`config.mk`:
```
export PLATFORM = sky130hd
export DESIGN_NAME = rotary_encoder_dimmer
export DESIGN_NICKNAME = d
export VERILOG_FILES = /design/src/rtl/rotenc_pkg.sv /design/src/rtl/rotenc_regs.sv /design/src/rtl/rotenc_core.sv /design/src/rtl/rotary_encoder_dimmer.sv
export SDC_FILE = /design/constraint.sdc
export NUM_CORES = 1
export LEC_CHECK = 0
export BUFFER_PORTS_ARGS = -buffer_cell sky130_fd_sc_hd__buf_2
export CORE_MARGIN = 8
export CORE_UTILIZATION = 54
export DETAILED_ROUTE_END_ITERATION = 10
export GPL_TIMING_DRIVEN = 0
export HOLD_SLACK_MARGIN = 0.05
export PLACE_DENSITY_LB_ADDON = 0.08
export SLEW_MARGIN = 25
export SYNTH_ARGS = -nofsm -noshare
export SYNTH_HDL_FRONTEND = slang
export SYNTH_SLANG_ARGS = --single-unit
```
`constraint.sdc`:
```
create_clock -name clk -period 4.65 [get_ports clk]
set_clock_uncertainty 0.2 [all_clocks]
set_input_delay 0.465 -clock clk [delete_from_list [all_inputs] [get_ports clk]]
set_output_delay 0.465 -clock clk [all_outputs]
set_load 0.05 [all_outputs]
```
`src/rtl/rotenc_pkg.sv`:
```
`default_nettype none

package rotenc_pkg;

	localparam int LEVEL_BITS_DEF = 12;
	localparam int TICK_BITS_DEF  = 24;

	localparam int ADDR_BITS     = 4;
	localparam int CFG_DATA_BITS = 32;
	localparam int IN_DATA_BITS  = 8;

	localparam int RESET_STEP     = 25;
	localparam int RESET_MAX      = 1000;
	localparam int RESET_DEFAULT  = 500;
	localparam int RESET_DEBOUNCE = 80000;
	localparam int RESET_LEVEL    = 500;

	// register index, taken from paddr[3:2]
	typedef enum logic [1:0] {
		REG_STEP     = 2'd0,
		REG_MAX      = 2'd1,
		REG_DEFAULT  = 2'd2,
		REG_DEBOUNCE = 2'd3
	} reg_idx_t;

	// bit positions inside the input tdata
	localparam int IN_BIT_A   = 0;
	localparam int IN_BIT_B   = 1;
	localparam int IN_BIT_BTN = 2;

endpackage

`default_nettype wire

```
`src/rtl/rotenc_regs.sv`:
```
`default_nettype none

module rotenc_regs #(
	parameter int LEVEL_BITS = rotenc_pkg::LEVEL_BITS_DEF,
	parameter int TICK_BITS  = rotenc_pkg::TICK_BITS_DEF
) (
	input  wire logic                                  clk,
	input  wire logic                                  arst_n,
	input  wire logic                                  psel,
	input  wire logic                                  penable,
	input  wire logic                                  pwrite,
	input  wire logic [rotenc_pkg::ADDR_BITS-1:0]      paddr,
	input  wire logic [rotenc_pkg::CFG_DATA_BITS-1:0]  pwdata,
	output logic      [rotenc_pkg::CFG_DATA_BITS-1:0]  prdata,
	output logic                                       pready,
	output logic      [LEVEL_BITS-1:0]                 step_size,
	output logic      [LEVEL_BITS-1:0]                 max_level,
	output logic      [LEVEL_BITS-1:0]                 default_on_level,
	output logic      [TICK_BITS-1:0]                  debounce_ticks
);

	logic [LEVEL_BITS-1:0] step_q;
	logic [LEVEL_BITS-1:0] max_q;
	logic [LEVEL_BITS-1:0] dflt_q;
	logic [TICK_BITS-1:0]  deb_q;
	logic                  wr_en;
	rotenc_pkg::reg_idx_t  idx;

	assign pready = 1'b1;
	assign wr_en  = psel && penable && pwrite && pready;
	assign idx    = rotenc_pkg::reg_idx_t'(paddr[3:2]);

	always_ff @(posedge clk or negedge arst_n) begin
		if (!arst_n) begin
			step_q <= LEVEL_BITS'(rotenc_pkg::RESET_STEP);
			max_q  <= LEVEL_BITS'(rotenc_pkg::RESET_MAX);
			dflt_q <= LEVEL_BITS'(rotenc_pkg::RESET_DEFAULT);
			deb_q  <= TICK_BITS'(rotenc_pkg::RESET_DEBOUNCE);
		end else if (wr_en) begin
			unique case (idx)
				rotenc_pkg::REG_STEP:     step_q <= pwdata[LEVEL_BITS-1:0];
				rotenc_pkg::REG_MAX:      max_q  <= pwdata[LEVEL_BITS-1:0];
				rotenc_pkg::REG_DEFAULT:  dflt_q <= pwdata[LEVEL_BITS-1:0];
				rotenc_pkg::REG_DEBOUNCE: deb_q  <= pwdata[TICK_BITS-1:0];
				default: ;
			endcase
		end
	end

	always_comb begin
		unique case (idx)
			rotenc_pkg::REG_STEP:     prdata = rotenc_pkg::CFG_DATA_BITS'(step_q);
			rotenc_pkg::REG_MAX:      prdata = rotenc_pkg::CFG_DATA_BITS'(max_q);
			rotenc_pkg::REG_DEFAULT:  prdata = rotenc_pkg::CFG_DATA_BITS'(dflt_q);
			rotenc_pkg::REG_DEBOUNCE: prdata = rotenc_pkg::CFG_DATA_BITS'(deb_q);
			default:                  prdata = '0;
		endcase
	end

	assign step_size        = step_q;
	assign max_level        = max_q;
	assign default_on_level = dflt_q;
	assign debounce_ticks   = deb_q;

endmodule

`default_nettype wire

```
`src/rtl/rotenc_core.sv`:
```
`default_nettype none

module rotenc_core #(
	parameter int LEVEL_BITS = rotenc_pkg::LEVEL_BITS_DEF,
	parameter int TICK_BITS  = rotenc_pkg::TICK_BITS_DEF
) (
	input  wire logic                  clk,
	input  wire logic                  arst_n,
	input  wire logic [LEVEL_BITS-1:0] step_size,
	input  wire logic [LEVEL_BITS-1:0] max_level,
	input  wire logic [LEVEL_BITS-1:0] default_on_level,
	input  wire logic [TICK_BITS-1:0]  debounce_ticks,
	input  wire logic                  in_valid,
	output logic                       in_ready,
	input  wire logic                  enc_a,
	input  wire logic                  enc_b,
	input  wire logic                  button_n,
	output logic                       out_valid,
	input  wire logic                  out_ready,
	output logic      [LEVEL_BITS-1:0] level,
	output logic                       lamp_on
);

	// input stage
	logic v_s1, a_s1, b_s1, btn_s1;
	// state
	logic                  prev_a_q, prev_b_q, on_q;
	logic [TICK_BITS-1:0]  ticks_q;
	logic [LEVEL_BITS-1:0] cur_q, saved_q;
	// result register
	logic                  out_v_q, out_on_q;
	logic [LEVEL_BITS-1:0] out_level_q;

	logic                  advance, fire;
	logic                  up, down, toggle;
	logic [LEVEL_BITS:0]   sum;
	logic [LEVEL_BITS-1:0] enc_level, cur_d, saved_d;
	logic [TICK_BITS-1:0]  ticks_inc, ticks_d;
	logic                  on_d;

	assign advance  = !out_v_q || out_ready;
	assign fire     = v_s1 && advance;
	assign in_ready = !v_s1 || advance;

	assign up   = on_q && !prev_a_q && a_s1 && !b_s1;
	assign down = on_q && !prev_b_q && b_s1 && !a_s1;
	assign sum  = {1'b0, cur_q} + {1'b0, step_size};

	always_comb begin
		enc_level = cur_q;
		if (up) begin
			enc_level = (sum > {1'b0, max_level}) ? max_level : sum[LEVEL_BITS-1:0];
		end else if (down) begin
			enc_level = (step_size > cur_q) ? '0 : cur_q - step_size;
		end
	end

	// counter saturates at all ones
	assign ticks_inc = (&ticks_q) ? ticks_q : ticks_q + TICK_BITS'(1);
	assign toggle    = !btn_s1 && (ticks_inc > debounce_ticks);
	assign ticks_d   = btn_s1 ? ticks_inc : '0;

	always_comb begin
		cur_d   = enc_level;
		saved_d = saved_q;
		on_d    = on_q;
		if (toggle) begin
			// direction follows the level, not the lamp flag
			if (enc_level != '0) begin
				saved_d = enc_level;
				cur_d   = '0;
				on_d    = 1'b0;
			end else begin
				cur_d = (saved_q == '0) ? default_on_level : saved_q;
				on_d  = 1'b1;
			end
		end
	end

	always_ff @(posedge clk or negedge arst_n) begin
		if (!arst_n) begin
			v_s1 <= 1'b0;
		end else if (in_valid && in_ready) begin
			v_s1 <= 1'b1;
		end else if (advance) begin
			v_s1 <= 1'b0;
		end
	end

	always_ff @(posedge clk) begin
		if (in_valid && in_ready) begin
			a_s1   <= enc_a;
			b_s1   <= enc_b;
			btn_s1 <= button_n;
		end
	end

	always_ff @(posedge clk or negedge arst_n) begin
		if (!arst_n) begin
			prev_a_q <= 1'b1;
			prev_b_q <= 1'b1;
			on_q     <= 1'b1;
			ticks_q  <= '1;
			cur_q    <= LEVEL_BITS'(rotenc_pkg::RESET_LEVEL);
			saved_q  <= LEVEL_BITS'(rotenc_pkg::RESET_LEVEL);
			out_v_q  <= 1'b0;
		end else begin
			if (fire) begin
				prev_a_q <= a_s1;
				prev_b_q <= b_s1;
				on_q     <= on_d;
				ticks_q  <= ticks_d;
				cur_q    <= cur_d;
				saved_q  <= saved_d;
				out_v_q  <= 1'b1;
			end else if (out_ready) begin
				out_v_q <= 1'b0;
			end
		end
	end

	always_ff @(posedge clk) begin
		if (fire) begin
			out_level_q <= cur_d;
			out_on_q    <= on_d;
		end
	end

	assign out_valid = out_v_q;
	assign level     = out_level_q;
	assign lamp_on   = out_on_q;

`ifndef NO_ASSERTIONS
	a_off_zero: assert property (@(posedge clk) disable iff (!arst_n)
		!on_q |-> cur_q == '0)
		else $error("lamp off with nonzero level");

	a_out_off_zero: assert property (@(posedge clk) disable iff (!arst_n)
		out_v_q && !out_on_q |-> out_level_q == '0)
		else $error("result off with nonzero level");

	a_press_clears: assert property (@(posedge clk) disable iff (!arst_n)
		fire && !btn_s1 |=> ticks_q == '0)
		else $error("button press did not restart counter");

	a_fire_shows: assert property (@(posedge clk) disable iff (!arst_n)
		fire |=> out_v_q && out_level_q == cur_q && out_on_q == on_q)
		else $error("result does not match state");
`endif

endmodule

`default_nettype wire

```
`src/rtl/rotary_encoder_dimmer.sv`:
```
`default_nettype none

// Rotary encoder dimmer. Each item on the s_ stream is one sample of encoder
// pins A, B and the active-low button. Each item yields exactly one result item
// on the m_ stream with the updated level and lamp state. A result passes
// through the input register, then the result register, before it is
// presented on m_tvalid. One item is taken per clock, set by the state update
// between those two registers, as long as m_tready is high. Registers on the
// APB port (0x0 step_size, 0x4 max_level, 0x8 default_on_level, 0xC
// debounce_ticks) are to be written by the user only while the stream is idle;
// the block itself does not enforce this.
module rotary_encoder_dimmer #(
	parameter int LEVEL_BITS = rotenc_pkg::LEVEL_BITS_DEF,
	parameter int TICK_BITS  = rotenc_pkg::TICK_BITS_DEF,
	localparam int OUT_BITS  = ((LEVEL_BITS + 1 + 7) / 8) * 8
) (
	input  wire logic                                  clk,
	input  wire logic                                  arst_n,
	input  wire logic                                  psel,
	input  wire logic                                  penable,
	input  wire logic                                  pwrite,
	input  wire logic [rotenc_pkg::ADDR_BITS-1:0]      paddr,
	input  wire logic [rotenc_pkg::CFG_DATA_BITS-1:0]  pwdata,
	output logic      [rotenc_pkg::CFG_DATA_BITS-1:0]  prdata,
	output logic                                       pready,
	input  wire logic                                  s_tvalid,
	output logic                                       s_tready,
	input  wire logic [rotenc_pkg::IN_DATA_BITS-1:0]   s_tdata,  // enc_a, enc_b, button_n
	output logic                                       m_tvalid,
	input  wire logic                                  m_tready,
	output logic      [OUT_BITS-1:0]                   m_tdata   // level, lamp_on
);

	logic [LEVEL_BITS-1:0] step_size, max_level, default_on_level, level;
	logic [TICK_BITS-1:0]  debounce_ticks;
	logic                  lamp_on;

	rotenc_regs #(
		.LEVEL_BITS(LEVEL_BITS),
		.TICK_BITS (TICK_BITS)
	) u_regs (
		.clk             (clk),
		.arst_n          (arst_n),
		.psel            (psel),
		.penable         (penable),
		.pwrite          (pwrite),
		.paddr           (paddr),
		.pwdata          (pwdata),
		.prdata          (prdata),
		.pready          (pready),
		.step_size       (step_size),
		.max_level       (max_level),
		.default_on_level(default_on_level),
		.debounce_ticks  (debounce_ticks)
	);

	rotenc_core #(
		.LEVEL_BITS(LEVEL_BITS),
		.TICK_BITS (TICK_BITS)
	) u_core (
		.clk             (clk),
		.arst_n          (arst_n),
		.step_size       (step_size),
		.max_level       (max_level),
		.default_on_level(default_on_level),
		.debounce_ticks  (debounce_ticks),
		.in_valid        (s_tvalid),
		.in_ready        (s_tready),
		.enc_a           (s_tdata[rotenc_pkg::IN_BIT_A]),
		.enc_b           (s_tdata[rotenc_pkg::IN_BIT_B]),
		.button_n        (s_tdata[rotenc_pkg::IN_BIT_BTN]),
		.out_valid       (m_tvalid),
		.out_ready       (m_tready),
		.level           (level),
		.lamp_on         (lamp_on)
	);

	assign m_tdata = OUT_BITS'({lamp_on, level});

endmodule

`default_nettype wire

```
# Yosys cells after proc, flatten, opt, wreduce, memory -nomap -nowiden
# Cells that the tools add are included.
# W data, S select, Z words.
# word_totals
register_bits	129
inputBits	51
wordCells	73
# classes
n_addsub	3
magnitude_cmp	3
n_eq_ne	3
muxes	16
n_reduce_logical	31
# ops
operator	n
$pmux W32 S4	1
$mux W12	7
$mux W24	2
$add A24 B1 Y24 const B	1
$gt A24 B24 Y1	1
$reduce_and A24 Y1	1
$add A12 B12 Y13	1
$gt A13 B12 Y1	1
$gt A12 B12 Y1	1
$logic_not A12 Y1	1
$reduce_bool A12 Y1	1
$sub A12 B12 Y12	1
$logic_and A1 B1 Y1	11
$reduce_and A2 Y1	4
$logic_not A1 Y1	7
$mux W1	6
$eq A2 B2 Y1 const B	2
$reduce_bool A2 Y1	2
$reduce_and A3 Y1	1
$eq A2 B1 Y1 const B	1
$logic_not A2 Y1	1
$logic_or A1 B1 Y1	2

# Depth between registers and ports, before layout
# depth
ltp_word	9
ltp_mapped	22

# Cells and area by module
# A second synthesis with hierarchy kept.
# hier_totals
cells_unflattened	893
hier_area_um2	8892.3
# modules_own_cells
mod	instances	cells_each	area_each_um2	seq_area_each_um2
rotenc_core	1	716	6074.6	1855.5
rotenc_regs	1	172	2783.9	1526.5
rotary_encoder_dimmer	1	5	33.8	0.0

# Worst setup path before layout
# No wires, ideal clock.
# synth_path
path_kind	register to register
start	register u_regs.step_q[3], in the netlist u_regs.step_size[3]
end	register u_core.saved_q[3]
setup_time_ns	0.128
arrival_ns	4.808
t_required_ns	4.322
path_slack_ns	-0.485
stages_incl_launch_ff	21
n_path_buf	3
path_cell_list	dfstp_2 > inv_1 > ha_1 > buf_2 > a2111o_1 > a2111oi_0 > or3_1 > nand2_1 > ha_1 > nand3_1 > o221ai_1 > nor4_2 > and2b_1 > buf_2 > o41ai_1 > o32ai_1 > nor4b_2 > nand4_2 > and2_1 > buf_4 > mux2_1
# synth_between
elab_chain_len	6
# synth_rtl
item	line_no	text
from (decl)	rotenc_regs.sv:22	logic [LEVEL_BITS-1:0] step_q;
from (signal assigned)	rotenc_regs.sv:35	step_q <= LEVEL_BITS'(rotenc_pkg::RESET_STEP);
from (signal assigned)	rotenc_regs.sv:41	rotenc_pkg::REG_STEP: step_q <= pwdata[LEVEL_BITS-1:0];
$add A12 B12 Y13, or another cell as far along	rotenc_core.sv:47	assign sum = {1'b0, cur_q} + {1'b0, step_size};
$gt A13 B12 Y1 or $mux W12 (tied branches)	rotenc_core.sv:52, rotenc_core.sv:54	
$mux W12 (on tied branches)	rotenc_core.sv:52, rotenc_core.sv:53	
$mux W12 (*)	rotenc_core.sv:51	if (up) begin
$reduce_bool A12 Y1	rotenc_core.sv:69	if (enc_level != '0) begin
$reduce_and A3 Y1 (no source line)	--	
to (signal assigned)	rotenc_core.sv:105	saved_q <= LEVEL_BITS'(rotenc_pkg::RESET_LEVEL);
to (signal assigned)	rotenc_core.sv:114	saved_q <= saved_d;
to (decl)	rotenc_core.sv:29	logic [LEVEL_BITS-1:0] cur_q, saved_q;
# Every way passes the cells marked *; elsewhere a longest branch is shown, timed or not.
# A chain may end at the register's enable or synchronous reset.

# Worst setup path in the final report
# layout_path
start	register u_regs.step_q[3], in the netlist u_regs.step_size[3]
end	register u_core.cur_q[10]
# layout_between
elab_chain_len	7
# layout_rtl
item	line_no	text
$add A12 B12 Y13, or another cell as far along	rotenc_core.sv:47	
$gt A13 B12 Y1 or $mux W12 (tied branches)	rotenc_core.sv:52, rotenc_core.sv:54	
$mux W12 (on tied branches)	rotenc_core.sv:52, rotenc_core.sv:53	
$mux W12 (*)	rotenc_core.sv:51	
$reduce_bool A12 Y1	rotenc_core.sv:69	
$mux W12	rotenc_core.sv:69	
$mux W12 (*)	rotenc_core.sv:67	if (toggle) begin
to (signal assigned)	rotenc_core.sv:104	cur_q <= LEVEL_BITS'(rotenc_pkg::RESET_LEVEL);
to (signal assigned)	rotenc_core.sv:113	cur_q <= cur_d;
to (decl)	rotenc_core.sv:29	
# Marks and branches as above.

==> impl_metrics.toml <==
[sta]
finalHoldViolCount = 0
fin_ws_ps = -711
period_minus_slack_ps = 5360
tightest_slew_ps = 895
whs_ps = 89.8
slew_headroom_pct = 40.3
maxSlewViolCount = 0
fmax_ghz = 0.187
rsz0062_at_grt = "true"
fin_setup_tns_ps = -23430
finalCritPeriodShare_pct = 115
setup_viol = 38

[place]
io_buffers = 72
dp.cells = 1231
dp_slack_ps = -912
hpwl_mm = 19.6
routabilityCongestion = 0.928

[final_layout]
diodes = 0
fill_cells = 1291
final_layout_size_suffix_gt1_share_pct = 31.5
syn_to_final_growth_pct = 23.6
final-seq-area_um2 = 3380
fin_cells = 1300
final_nets = 1185
multi_input_area_um2 = 5260

[routing]
drc_errors = 0
ant_nets = 0
wl_mm = 26.7
dr.pass1.iters = 5
drtIter0Drc = 636
wire_per_inst_um = 20.6
via_per_inst = 5.91
vias = 7688

[synthesis]
synth_area_leaders = "dfstp_2 18%, dfrtp_1 15%, ha_1 8.7%, edfxtp_1 5.5%, nand2_1 5.2%"
synth-seq-area-share_pct = 38.5
ys_seq_elements = 129
yosysWarnings = 0
synth_cell_types = 84
synth_top_flop_cell = "dfstp_2"
synth_top_area_share_pct = 17.6
synth.cell_area_um2 = 8780
avgSynthCellArea_um2 = 9.43
synth_enable_flop_cells = 16
ys_async_sr_fraction_pct = 87.6
synth_top_area_cell = "dfstp_2"
syn_inst = 932

[flow_run]
maxCapViolCount = 0

[clock_tree]
clock_sinks = 129
numCtsBuffers = 17
cts_root_buf = "clkbuf_16"
htree_levels = 4
cts.clk_slew.worst_paths_ps = 70
clock_latency_ps = 430
cts_buffer_depth = 2
cts_tree = "yes"

[critical_path]
worst_path_largest_cell_delay_ps = 560
worst-path-max-fanout = 9
rrSetupSlack_ps = -710
end_kind = "register"
worstReg2RegEnd = "u_core.cur_q[10]"
cp.required_ps = 4800
cpLargestDelayFamily = "compound AO/OA/AOI/OAI gates"
worst-r2r-cell-count = 19
cp-start-kind = "register"
crit_buf_inv = 3
path_class = "register to register"
path_cells = "inv_1, ha_2, a2111o_1, a2111oi_4, or3_4, nand2_1, ha_4, nand3_2, o221ai_4, a2bb2oi_2, and2b_1, buf_6, nor2_2, a311o_1, nor4b_4, nand4_4, buf_6, or3_4, a31oi_1"
cp_slowest_cell = "dfstp_2"
reg2reg_from = "u_regs.step_size[3]"
crit_arrival_ps = 5510

[floorplan]
fp.dieH_um = 144
die_x_um = 144
dieArea_um2 = 20600
ios = 102
core_um2 = 15900
num_rows = 46
start_util_pct = 55.3

[grt]
grt_overflow = 0
grt_max_degree = 63
grt_pass1_wl_mm = 41.2
grt_pass1_vias = 7535
antenna_found_initial = 0
grt_usage_pct = 26.3

[power]
vdd_drop_max_mv = 0.325
leakage_nw = 4.68
power.density_nw_per_um2 = 456

[status]
status = "finished with violations"
violations = "setup timing"

[hold_path]
min_from = "pwdata[12]"
hp-class = "input pin to register"
hold_depth = 3
hold-path-endpoint = "u_regs.debounce_ticks[12]"
[cells in the final DEF, fill, tap and decap left out, types with 13 or more instances in the layout]
cell / count
dfrtp_1: 53
ha_1: 56
clkbuf_16: 20
xnor2_1: 26
nand3_1: 21
nor2_1: 59
clkbuf_1: 24
a21oi_1: 41
buf_4: 38
inv_1: 63
nand4_1: 13
dlygate4sd3_1: 16
o31ai_1: 17
buf_2: 76
mux2_2: 31
dfstp_2: 59
edfxtp_1: 16
nand2_1: 120
o21ai_0: 58
[cell usage after synthesis (7+ instances only)]
cell type,instances
a31oi_1,13
dfrtp_1,54
nor3_1,13
a22o_1,10
o31ai_1,17
mux4_2,12
nand4_1,13
xnor2_1,27
o21ai_0,60
a21o_1,11
or3_1,9
nand3_1,23
mux2_1,8
a21oi_1,43
inv_1,65
xor2_1,9
ha_1,61
buf_2,7
nand2b_1,12
buf_4,17
dfstp_2,59
mux2_2,34
clkbuf_1,31
nor2_1,62
edfxtp_1,16
o31ai_2,7
nand2_1,121
a211oi_1,9
[how the worst max path moves through the flow]
stage                              from                 to  slack (ps)  depth (start not counted)
floorplan           u_regs.step_size[0]   u_core.cur_q[10]        -160                         22
global placement        u_core.cur_q[2]  u_core.saved_q[3]        -910                         18
detailed placement      u_core.cur_q[2]  u_core.saved_q[3]        -910                         18
CTS                 u_regs.step_size[0]    u_core.cur_q[7]        -690                         22
global route        u_regs.step_size[0]   u_core.cur_q[10]        -890                         22
finish              u_regs.step_size[3]   u_core.cur_q[10]        -710                         19
[power breakdown]
group          internal, mW  switching (mW)
clock                 0.843           0.544
combinational         0.769            1.28
sequential             1.35           0.169
total                  2.96            1.99
[layer usage]
metal  GRT usage, %  up-vias  share of wire [%]  wire [µm]
li1               -     3597                  -          -
met1           32.1     3719                 41      11000
met2           43.6      304                 48      12900
met3           5.67       68                6.3       1680
met4           12.8        0                4.3       1150
met5              0        -                  0          0
[flip-flops by register name, indices dropped and copies added, names as in the netlist]
register                 flops
u_core.ticks_q              24
u_regs.debounce_ticks       24
u_core.cur_q                12
u_core.level                12
u_core.saved_q              12
u_regs.default_on_level     12
u_regs.max_level            12
u_regs.step_size            12
u_core.a_s1                  1
u_core.b_s1                  1
u_core.btn_s1                1
u_core.lamp_on               1
u_core.on_q                  1
u_core.out_valid             1
u_core.prev_a_q              1
u_core.prev_b_q              1
u_core.v_s1                  1
[cells by family (layout without fill, tap and decap cells)]
logic type / after synthesis / after routing / share of synthesized area [%]
fa+ha+maj: 63 / 63 / 9.14
xor+xnor: 36 / 36 / 3.59
mux: 55 / 55 / 8.57
simple gates: 296 / 296 / 16.3
flops: 129 / 129 / 38.5
other cells: 2 / 12 / 0.0855
compound gates: 224 / 224 / 17.5
buf+inv: 127 / 269 / 6.34
[tightest hold or removal path: stages]
cell     delay, ps
buf_2           80
nand2_1         50
o21ai_0         80
[through the flow]
step | utilization (%) | instance area, µm² | power, mW
CTS | 67.3 | 10700 | 4.90
finish | 68.4 | 10900 | 4.95
floorplan | - | 8920 | 2.82
global placement | 60.2 | 9560 | 3.29
detailed placement | 60.4 | 9590 | 3.32
global route | 68.4 | 10900 | 5.18
[repair_timing]
item	CTS	global route
hold buffers	16	0
pin swaps	16	15
hold endpoints to repair	43	0
endpoints found under the setup margin	38	38
gates cloned	1	0
resized for setup	44	26
buffers inserted	16	6
[final cells by class]
class | count | share of cell area [%]
clock buffer | 21 | 4.64
inverter | 68 | 2.35
timing repair buffer | 112 | 6.84
clock inverter | 11 | 1.03
sequential | 129 | 31.2
tap | 216 | 2.49
multi-input combinational | 686 | 48.4
buffer | 57 | 3.08
Power figures use the tool's default switching activity.
